==> src/basr_pkg.sv <==
package basr_pkg;

  localparam int SAMPLE_BITS    = 24;
  localparam int CFG_INDEX_BITS = 2;
  localparam int CFG_DATA_BITS  = 24;
  localparam int TIMER_BITS     = 20;
  localparam int ELAPSED_BITS   = 24;
  localparam int HALF_BITS      = 8;
  localparam int RST_HIGH_BITS  = 16;
  localparam int SETTLE_BITS    = 20;
  localparam int TIMEOUT_BITS   = 24;

  // configuration register indexes
  localparam logic [CFG_INDEX_BITS-1:0] CFG_HALF_PERIOD = 2'd0;
  localparam logic [CFG_INDEX_BITS-1:0] CFG_RESET_HIGH  = 2'd1;
  localparam logic [CFG_INDEX_BITS-1:0] CFG_SETTLE      = 2'd2;
  localparam logic [CFG_INDEX_BITS-1:0] CFG_TIMEOUT     = 2'd3;

  localparam logic [HALF_BITS-1:0]     HALF_PERIOD_RESET = 8'd5;
  localparam logic [RST_HIGH_BITS-1:0] RESET_HIGH_RESET  = 16'd1000;
  localparam logic [SETTLE_BITS-1:0]   SETTLE_RESET      = 20'd500000;
  localparam logic [TIMEOUT_BITS-1:0]  TIMEOUT_RESET     = 24'd1000000;

  typedef struct packed {
    logic start_read;
    logic dout_level;
  } in_t;

  typedef struct packed {
    logic                   sck_level;
    logic                   busy_res;
    logic                   done_res;
    logic                   success;
    logic [SAMPLE_BITS-1:0] sample_value;
  } out_t;

  typedef struct packed {
    logic                      write;
    logic [CFG_INDEX_BITS-1:0] index;
    logic [CFG_DATA_BITS-1:0]  data;
  } cfg_wr_t;

endpackage

==> src/basr_core.sv <==
module basr_core #(
  parameter int DATA_BITS = 24
) (
  input  logic             clk,
  input  logic             rst,
  input  basr_pkg::cfg_wr_t cfg,
  input  logic             accept,
  input  basr_pkg::in_t    item,
  output basr_pkg::out_t   result
);

  localparam int CNT_BITS  = $clog2(DATA_BITS + 1);
  localparam int WIDE_BITS = (DATA_BITS > basr_pkg::SAMPLE_BITS) ? DATA_BITS
                                                                  : basr_pkg::SAMPLE_BITS;
  localparam logic [DATA_BITS-1:0] TOP_BIT = {1'b1, {(DATA_BITS-1){1'b0}}};

  localparam logic [2:0] PH_IDLE       = 3'd0;
  localparam logic [2:0] PH_RST_HIGH   = 3'd1;
  localparam logic [2:0] PH_RST_SETTLE = 3'd2;
  localparam logic [2:0] PH_WAIT_READY = 3'd3;
  localparam logic [2:0] PH_CLK_HIGH   = 3'd4;
  localparam logic [2:0] PH_CLK_LOW    = 3'd5;
  localparam logic [2:0] PH_EXTRA_HIGH = 3'd6;

  logic [basr_pkg::HALF_BITS-1:0]     half_period;
  logic [basr_pkg::RST_HIGH_BITS-1:0] reset_high;
  logic [basr_pkg::SETTLE_BITS-1:0]   settle;
  logic [basr_pkg::TIMEOUT_BITS-1:0]  timeout;

  logic                               initialized, initialized_next;
  logic [2:0]                         phase, phase_next;
  logic [basr_pkg::TIMER_BITS-1:0]    phase_timer, phase_timer_next;
  logic [basr_pkg::ELAPSED_BITS-1:0]  elapsed, elapsed_next;
  logic [CNT_BITS-1:0]                bit_count, bit_count_next;
  logic [DATA_BITS-1:0]               shift_value, shift_value_next;
  logic [basr_pkg::SAMPLE_BITS-1:0]   last_value, last_value_next;
  logic                               done, ok;

  logic                               half_over;
  logic [WIDE_BITS-1:0]               flipped;

  assign half_over = phase_timer >= basr_pkg::TIMER_BITS'(half_period);
  assign flipped   = WIDE_BITS'(shift_value ^ TOP_BIT);

  always_comb begin
    initialized_next = initialized;
    phase_next       = phase;
    phase_timer_next = phase_timer;
    elapsed_next     = elapsed;
    bit_count_next   = bit_count;
    shift_value_next = shift_value;
    last_value_next  = last_value;
    done             = 1'b0;
    ok               = 1'b0;
    if (phase == PH_IDLE) begin
      if (item.start_read) begin
        elapsed_next     = '0;
        phase_next       = initialized ? PH_WAIT_READY : PH_RST_HIGH;
        phase_timer_next = basr_pkg::TIMER_BITS'(1);
      end
    end else begin
      if (elapsed != '1) begin
        elapsed_next = elapsed + basr_pkg::ELAPSED_BITS'(1);
      end
      unique case (phase)
        PH_RST_HIGH: begin
          if (phase_timer >= basr_pkg::TIMER_BITS'(reset_high)) begin
            phase_next       = PH_RST_SETTLE;
            phase_timer_next = basr_pkg::TIMER_BITS'(1);
          end else begin
            phase_timer_next = phase_timer + basr_pkg::TIMER_BITS'(1);
          end
        end
        PH_RST_SETTLE: begin
          if (phase_timer >= basr_pkg::TIMER_BITS'(settle)) begin
            initialized_next = 1'b1;
            phase_next       = PH_WAIT_READY;
            phase_timer_next = basr_pkg::TIMER_BITS'(1);
          end else begin
            phase_timer_next = phase_timer + basr_pkg::TIMER_BITS'(1);
          end
        end
        PH_WAIT_READY: begin
          if (!item.dout_level) begin
            bit_count_next   = '0;
            shift_value_next = '0;
            phase_next       = PH_CLK_HIGH;
            phase_timer_next = basr_pkg::TIMER_BITS'(1);
          end else if (elapsed_next >= timeout) begin
            // ready timeout, last value kept
            done             = 1'b1;
            phase_next       = PH_IDLE;
            phase_timer_next = '0;
          end
        end
        PH_CLK_HIGH: begin
          if (half_over) begin
            // sample on the falling edge tick
            shift_value_next = {shift_value[DATA_BITS-2:0], item.dout_level};
            bit_count_next   = bit_count + CNT_BITS'(1);
            phase_next       = PH_CLK_LOW;
            phase_timer_next = basr_pkg::TIMER_BITS'(1);
          end else begin
            phase_timer_next = phase_timer + basr_pkg::TIMER_BITS'(1);
          end
        end
        PH_CLK_LOW: begin
          if (half_over) begin
            phase_next       = (bit_count >= CNT_BITS'(DATA_BITS)) ? PH_EXTRA_HIGH
                                                                   : PH_CLK_HIGH;
            phase_timer_next = basr_pkg::TIMER_BITS'(1);
          end else begin
            phase_timer_next = phase_timer + basr_pkg::TIMER_BITS'(1);
          end
        end
        PH_EXTRA_HIGH: begin
          if (half_over) begin
            last_value_next  = flipped[basr_pkg::SAMPLE_BITS-1:0];
            done             = 1'b1;
            ok               = 1'b1;
            phase_next       = PH_IDLE;
            phase_timer_next = '0;
          end else begin
            phase_timer_next = phase_timer + basr_pkg::TIMER_BITS'(1);
          end
        end
        default: begin
          phase_next       = PH_IDLE;
          phase_timer_next = '0;
        end
      endcase
    end
  end

  always_comb begin
    result.sck_level    = (phase_next == PH_RST_HIGH) || (phase_next == PH_CLK_HIGH) ||
                          (phase_next == PH_EXTRA_HIGH);
    result.busy_res     = phase_next != PH_IDLE;
    result.done_res     = done;
    result.success      = ok;
    result.sample_value = last_value_next;
  end

  always_ff @(posedge clk) begin
    if (rst) begin
      half_period <= basr_pkg::HALF_PERIOD_RESET;
      reset_high  <= basr_pkg::RESET_HIGH_RESET;
      settle      <= basr_pkg::SETTLE_RESET;
      timeout     <= basr_pkg::TIMEOUT_RESET;
      initialized <= 1'b0;
      phase       <= PH_IDLE;
      phase_timer <= '0;
      elapsed     <= '0;
      bit_count   <= '0;
      shift_value <= '0;
      last_value  <= '0;
    end else begin
      if (cfg.write) begin
        unique case (cfg.index)
          basr_pkg::CFG_HALF_PERIOD: half_period <= cfg.data[basr_pkg::HALF_BITS-1:0];
          basr_pkg::CFG_RESET_HIGH:  reset_high  <= cfg.data[basr_pkg::RST_HIGH_BITS-1:0];
          basr_pkg::CFG_SETTLE:      settle      <= cfg.data[basr_pkg::SETTLE_BITS-1:0];
          basr_pkg::CFG_TIMEOUT:     timeout     <= cfg.data[basr_pkg::TIMEOUT_BITS-1:0];
          default: ;
        endcase
      end
      if (accept) begin
        initialized <= initialized_next;
        phase       <= phase_next;
        phase_timer <= phase_timer_next;
        elapsed     <= elapsed_next;
        bit_count   <= bit_count_next;
        shift_value <= shift_value_next;
        last_value  <= last_value_next;
      end
    end
  end

endmodule

==> src/basr_skid.sv <==
module basr_skid (
  input  logic           clk,
  input  logic           rst,
  input  logic           push,
  input  basr_pkg::out_t push_item,
  output logic           full,
  output logic           out_valid,
  input  logic           out_stall,
  output basr_pkg::out_t out_item
);

  logic           skid_valid;
  basr_pkg::out_t skid_item;
  logic           take;

  assign take = out_valid && !out_stall;
  assign full = skid_valid;

  always_ff @(posedge clk) begin
    if (rst) begin
      out_valid  <= 1'b0;
      skid_valid <= 1'b0;
    end else if (take || !out_valid) begin
      if (skid_valid) begin
        out_valid  <= 1'b1;
        skid_valid <= 1'b0;
      end else begin
        out_valid <= push;
      end
    end else if (push) begin
      // output register is held, park the item
      skid_valid <= 1'b1;
    end
  end

  always_ff @(posedge clk) begin
    if (take || !out_valid) begin
      if (skid_valid) begin
        out_item <= skid_item;
      end else if (push) begin
        out_item <= push_item;
      end
    end else if (push) begin
      skid_item <= push_item;
    end
  end

endmodule

==> src/bridge_adc_serial_reader_unit.sv <==
// channel   direction  handshake               payload
// cfg       in         cfg_write               cfg_index, cfg_data
// in        in         in_valid / in_stall     in_item (start_read, dout_level)
// out       out        out_valid / out_stall   in_item's result in out_item
//
// one input item (one microsecond tick) per clock while in_stall is low, one result
// item per input item; each result is registered in the output register, or in the
// skid entry while the output is held; in_stall rises only after out_stall has held
// a result; the output register plus one skid entry hold two results
// rst is synchronous: registers go to their defaults, the sequencer goes idle
module bridge_adc_serial_reader_unit #(
  parameter int DATA_BITS = 24
) (
  input  logic                                clk,
  input  logic                                rst,
  input  logic                                cfg_write,
  input  logic [basr_pkg::CFG_INDEX_BITS-1:0] cfg_index,
  input  logic [basr_pkg::CFG_DATA_BITS-1:0]  cfg_data,
  input  logic                                in_valid,
  output logic                                in_stall,
  input  basr_pkg::in_t                       in_item,
  output logic                                out_valid,
  input  logic                                out_stall,
  output basr_pkg::out_t                      out_item
);

  basr_pkg::cfg_wr_t cfg;
  basr_pkg::out_t    result;
  logic              accept;

  assign cfg.write = cfg_write;
  assign cfg.index = cfg_index;
  assign cfg.data  = cfg_data;
  assign accept    = in_valid && !in_stall;

  basr_core #(
    .DATA_BITS(DATA_BITS)
  ) u_core (
    .clk   (clk),
    .rst   (rst),
    .cfg   (cfg),
    .accept(accept),
    .item  (in_item),
    .result(result)
  );

  basr_skid u_skid (
    .clk      (clk),
    .rst      (rst),
    .push     (accept),
    .push_item(result),
    .full     (in_stall),
    .out_valid(out_valid),
    .out_stall(out_stall),
    .out_item (out_item)
  );

endmodule

==> config.mk <==
export PLATFORM = sky130hd
export DESIGN_NAME = bridge_adc_serial_reader_unit
export DESIGN_NICKNAME = d
export VERILOG_FILES = /design/src/basr_pkg.sv /design/src/basr_core.sv /design/src/basr_skid.sv /design/src/bridge_adc_serial_reader_unit.sv
export SDC_FILE = /design/constraint.sdc
export NUM_CORES = 1
export LEC_CHECK = 0
export BUFFER_PORTS_ARGS = -buffer_cell sky130_fd_sc_hd__clkbuf_2
export CORE_MARGIN = 2
export CORE_UTILIZATION = 35
export DETAILED_ROUTE_END_ITERATION = 8
export SLEW_MARGIN = 10
export SYNTH_ARGS = -nofsm -noshare
export SYNTH_HDL_FRONTEND = slang
export SYNTH_SLANG_ARGS = --single-unit
==> constraint.sdc <==
create_clock -name clk -period 5.6 [get_ports clk]
set_input_delay 1.12 -clock clk [delete_from_list [all_inputs] [get_ports clk]]
set_output_delay 1.12 -clock clk [all_outputs]
set_load 0.02 [all_outputs]
Word-level counts from Yosys, hierarchy flattened
Index checks and enable logic that the tools add are counted.
{"block": "totals", "out_inout_bits": 30, "word_cells": 120, "inputBits": 33, "ff_bits": 227}
{"block": "classes", "n_reduce_logical": 25, "n_eq_ne": 17, "n_bitwise": 3, "n_mux": 44, "magnitude_cmp": 5, "add_sub_neg": 3}
{"operator": "$mux W24", "count": 9}
{"operator": "$mux W20", "count": 8}
{"operator": "$pmux W20 S5", "count": 1}
{"operator": "$mux W28", "count": 2}
{"operator": "$pmux W24 S2", "count": 1}
{"operator": "$mux W3", "count": 9}
{"operator": "$add A24 B1 Y24 const B", "count": 1}
{"operator": "$ge A24 B24 Y1", "count": 1}
{"operator": "$ne A24 B24 Y1 const B", "count": 1}
{"operator": "$add A20 B1 Y20 const B", "count": 1}
{"operator": "$ge A20 B16 Y1", "count": 1}
{"operator": "$ge A20 B20 Y1", "count": 1}
{"operator": "$ge A20 B8 Y1", "count": 1}
{"operator": "$pmux W3 S6", "count": 1}
{"operator": "$eq A3 B3 Y1 const B", "count": 5}
{"operator": "$reduce_and A2 Y1", "count": 7}
{"operator": "$mux W5", "count": 2}
{"operator": "$pmux W5 S2", "count": 1}
{"operator": "$mux W1", "count": 7}
{"operator": "$eq A3 B1 Y1 const B", "count": 2}
{"operator": "$eq A3 B2 Y1 const B", "count": 2}
{"operator": "$add A5 B1 Y5 const B", "count": 1}
{"operator": "$ge A5 B5 Y1 const B", "count": 1}
{"operator": "$reduce_and A5 Y1", "count": 1}
{"operator": "other kinds (18)", "count": 30}

Logic depth before layout (Yosys ltp)
{"block": "depth", "depth_word": 13, "mapped_depth": 18, "ltp_nobuf": 16}

Hierarchy
A second synthesis with hierarchy kept.
{"block": "hier_totals", "cells_unflattened": 1244, "area_unflattened_um2": 11244.5}
{"mod": "basr_core", "instances": 1, "seq_area_each_um2": 3383.2, "cells_per_inst": 1148, "area_per_inst_um2": 9100.0}
{"mod": "basr_skid", "instances": 1, "seq_area_each_um2": 1721.7, "cells_per_inst": 95, "area_per_inst_um2": 2130.8}
{"mod": "bridge_adc_serial_reader_unit", "instances": 1, "seq_area_each_um2": 0.0, "cells_per_inst": 1, "area_per_inst_um2": 13.8}

Worst setup path before layout
OpenSTA, ideal clock, no wires.
{"block": "synth_timing", "path_type": "reg2reg", "from": "reg u_core.elapsed[2] (netlist bit)", "to": "reg u_core.phase_timer[13] (netlist bit)", "path_slack_ns": 1.501, "path_buffers": 1, "required_ns": 5.521, "synth_period_minus_slack_ns": 4.099, "arrival_time_ns": 4.020, "path_stages_with_launch": 18, "setup_time_ns": 0.079, "cell_sequence": "dfxtp_1 clkbuf_1 nand4_1 nor4_2 a31oi_1 and2_1 nand2_1 nor2_1 xor2_1 ha_1 nand4_1 nor4_1 a22oi_1 and4_1 a21oi_1 nand3b_4 or3_1 o211ai_1"}
{"block": "synth_via", "elab_chain_len": 6, "word_cells_on_any_way": 7, "classes_between": "add/sub (1); order compare (1); eq/ne (2); mux (2); reduce/logical (1)"}
{"item": "start, declared", "line": "basr_core.sv:33", "source": "logic [basr_pkg::ELAPSED_BITS-1:0] elapsed, elapsed_next;"}
{"item": "start signal, assigned", "line": "basr_core.sv:171", "source": "elapsed <= elapsed_next;"}
{"item": "$add A24 B1 Y24 or $ne A24 B24 Y1 (tied branches)", "line": "basr_core.sv:63, basr_core.sv:62"}
{"item": "$mux W24 (*)", "line": "basr_core.sv:62", "source": "if (elapsed != '1) begin"}
{"item": "$mux W24 (*)", "line": "basr_core.sv:55", "source": "if (phase == PH_IDLE) begin"}
{"item": "$ge A24 B24 Y1 (*)", "line": "basr_core.sv:89", "source": "end else if (elapsed_next >= timeout) begin"}
{"item": "$ne A4 B2 Y1 (no source line) (*)"}
{"item": "$reduce_and A3 Y1 (no source line) (*)"}
{"item": "end signal, assigned", "line": "basr_core.sv:170", "source": "phase_timer <= phase_timer_next;"}
{"item": "end, declared", "line": "basr_core.sv:32", "source": "logic [basr_pkg::TIMER_BITS-1:0] phase_timer, phase_timer_next;"}
Mark *: on every way between the ends. The rest lies on a longest branch, timed or not. The select of a mux whose other input is x is not followed.
A chain may end at the register's enable or synchronous reset.

Worst setup path after layout
Same ends and word-level chain as after synthesis.

==> flow_summary.yaml <==
run_status:
  status: "completed"
pwr:
  powerDensity_nw_per_um2: 301
  switchingPower_w: 0.000923
  combPwrFrac_pct: 8.2
  total_power_w: 0.00387
  p_int_w: 0.00295
  pwr-share-seq_pct: 45.7
  p_clk_share_pct: 46.1
  ir_worst_vdd_v: 0.000201
  swShare_pct: 23.9
  p_leak_nw: 5.30
timing:
  clock_skew_ns: 0.00901
  hold_viol: 0
  worst_slack_ns: 0.554
  rsz0062_at_grt: "no"
  max-slew-margin-rel_pct: 19.8
  min_period_over_period_pct: 90.1
  finalSetupViolations: 0
  setup_tns_ns: 0
  report.final.slew_viol_count: 0
  fmax_ghz: 0.198
  fin_crit_ns: 5.05
  tightest_slew_ns: 1.20
placed_design:
  dp_cells: 1676
  gp_congestion: 0.886
  io_buffers: 62
  hpwl_mm: 17.9
  dp_slack_ns: 0.685
synth:
  ys_ff_latch: 227
  seq_area_frac_synth_pct: 45.3
  synth_edf_count: 56
  avgSynthCellArea_sq_um: 8.94
  syn-cell-area_sq_um: 11300
  synth_top_flop_cell: "dfxtp_1"
  synthArstFlopShare_pct: 0
  syn-instance-count: 1261
  ys_top_cells_by_area: "dfxtp_1, edfxtp_1, ha_1"
  ys_warn_count: 0
  yosys.area.top_type: "dfxtp_1"
  synth_top_area_share_pct: 30.4
  synth_nets: 1366
  synth_cell_types: 62
final_layout:
  num-nets-final: 1408
  regArea_sq_um: 5100
  drive_gt1_share_pct: 15.0
  postLayoutCoreUtil_pct: 40.7
  final_cells: 1726
  n_antenna_cell: 0
  layout_common_cells: "nand2_1, dfxtp_1, nor2_1"
  multi_input_area_sq_um: 5660
  fillers: 3111
  area_delta_synth_final_pct: 14.1
  final_common_cell: "nand2_1"
floorplan:
  die_h_microns: 184
  coreArea_sq_um: 31600
  start_util_pct: 35.6
  die-width_microns: 184
  row_count: 65
  die_area_sq_um: 33700
  ios: 63
critical_path:
  critPathMaxFanout: 28
  cp_cell_sequence: "nand4_1, nor4_2, a31oi_1, and2_1, nand2_1, nor2_1, xor2_1, ha_1, nand4_1, nor4_1, a22oi_1, and4_1, a21oi_1, nand3b_4, or3_1, o211ai_1"
  crit_type: "reg2reg"
  crit_path_end_kind: "register"
  cp-start-kind: "register"
  crit_top_cell: "nand4_1"
  cp_slowest_stage_delay_ns: 0.60
  slowest_stage: "nor4_2"
  cp.required_ns: 6.06
  cpLargestDelayFamily: "simple AND/OR/NAND/NOR gates"
  cp_num_buf_inv: 0
  arrival_ns: 5.51
clocking:
  cts_made_buffers: 27
  cts_max_level: 1
  ctsResizeCount: 0
  cts_setup_buffers: 0
  clock_sinks: 227
  root_buffer: "clkbuf_16"
  clk_pin_slew_worst_paths_ns: 0.06
  cts_tree: "built"
  clock_latency_ns: 0.54
  clk_path_buf_depth: 3
  holdBufCountCts: 0
detailed_routing:
  drt_iter0_drc: 559
  routed_via_density: 5.15
  antenna_left: 0
  first_pass_iters: 5
  wl_per_cell_microns: 15.5
  wl_mm: 26.8
  vias: 8893
  drc: 0
global_route:
  globalRouteOverflowTotal: 0
  grt_pass1_vias: 8379
  grt_max_degree: 61
  grt_pass1_wl_mm: 43.6
  grt_antenna_before_repair: 0
  grt_use_total_pct: 15.8
flow_run:
  drv_cap: 0
hold_path:
  hold_path_class: "reg2reg"
power by group through the flow:
stage	clock [W]	sequential (W)	combinational (W)
2_1_floorplan	0	0.00182	0.000201
3_3_place_gp	0	0.00180	0.000312
3_5_place_dp	0	0.00180	0.000318
4_1_cts	0.00183	0.00177	0.000320
5_1_grt	0.00190	0.00178	0.000356
6_report	0.00178	0.00177	0.000317
cell type report:
cell class | count | area share [%]
clock buffers | 40 | 6.33
clock inverters | 10 | 0.817
inverters | 74 | 2.16
multi-input cells | 898 | 43.9
flip-flops and latches | 227 | 39.7
well taps | 402 | 3.91
repair buffers | 75 | 3.19
cell usage after synthesis (all sizes together), types with 10 or more instances:
cell type,instances
nand2,202
dfxtp,171
nor2,127
a21oi,116
inv,74
ha,72
edfxtp,56
mux2,52
clkbuf,47
o21ai,43
nor3,32
nand3,27
a211o,21
nand4,20
xor2,18
and3,17
xnor2,16
buf,15
a21o,14
o31ai,10
per-layer routing:
layer	track usage, %	wire [microns]	up-vias
met1	21.4	12700	4181
li1	-	-	4485
met2	26.4	12300	187
met5	0	0	-
met4	4.48	580	0
met3	2.00	1240	40
worst paths after layout:
kind | to | cells after the start | slack [ns] | from
worst max register to register | u_core.phase_timer[13]$_SDFFE_PP0P_ | 16 | 0.55 | u_core.elapsed[2]$_SDFFE_PP0P_
worst min register to register | u_core.reset_high[10]$_SDFFE_PP0P_ | 2 | 0.45 | u_core.reset_high[10]$_SDFFE_PP0P_
worst min-delay path | u_core.reset_high[10]$_SDFFE_PP0P_ | 2 | 0.45 | u_core.reset_high[10]$_SDFFE_PP0P_
worst max-delay path | u_core.phase_timer[13]$_SDFFE_PP0P_ | 16 | 0.55 | u_core.elapsed[2]$_SDFFE_PP0P_
state kept, by name (all words and copies together) (netlist names):
| register | count |
|---|---|
| u_skid.out_item | 28 |
| u_skid.skid_item | 28 |
| u_core.elapsed | 24 |
| u_core.last_value | 24 |
| u_core.shift_value | 24 |
| u_core.timeout | 24 |
| u_core.phase_timer | 20 |
| u_core.settle | 20 |
| u_core.reset_high | 16 |
| u_core.half_period | 8 |
| u_core.bit_count | 5 |
| u_core.phase | 3 |
| u_core.initialized | 1 |
| u_skid.full | 1 |
| u_skid.out_valid | 1 |
through the flow:
| stage | cell area (sq um) | hold slack [ns] |
|---|---|---|
| global placement | 12000 | 0.443 |
| finish | 12900 | 0.451 |
| detailed placement | 12000 | 0.447 |
| global route | 12900 | 0.470 |
| floorplan | 11300 | 0.434 |
| CTS | 12900 | 0.454 |
worst register-to-register path, stage by stage (launching register included):
cell	delay, ns
dfxtp_1	0.47
nand4_1	0.21
nor4_2	0.60
a31oi_1	0.35
and2_1	0.29
nand2_1	0.15
nor2_1	0.09
xor2_1	0.15
ha_1	0.31
nand4_1	0.17
nor4_1	0.45
a22oi_1	0.23
and4_1	0.28
a21oi_1	0.37
nand3b_4	0.35
or3_1	0.45
o211ai_1	0.08
logic make-up after synthesis:
kind of cell	Yosys count	share of synthesized area, %
buffers and inverters	136	4.79
XOR/XNOR	34	2.64
flip-flops	227	45.3
multiplexers	55	5.46
adder cells (fa/ha/maj)	72	7.99
AND/OR/NAND/NOR	483	19.6
AO/OA/AOI/OAI	254	14.3
Note: power is estimated with default switching activity, not from simulation.
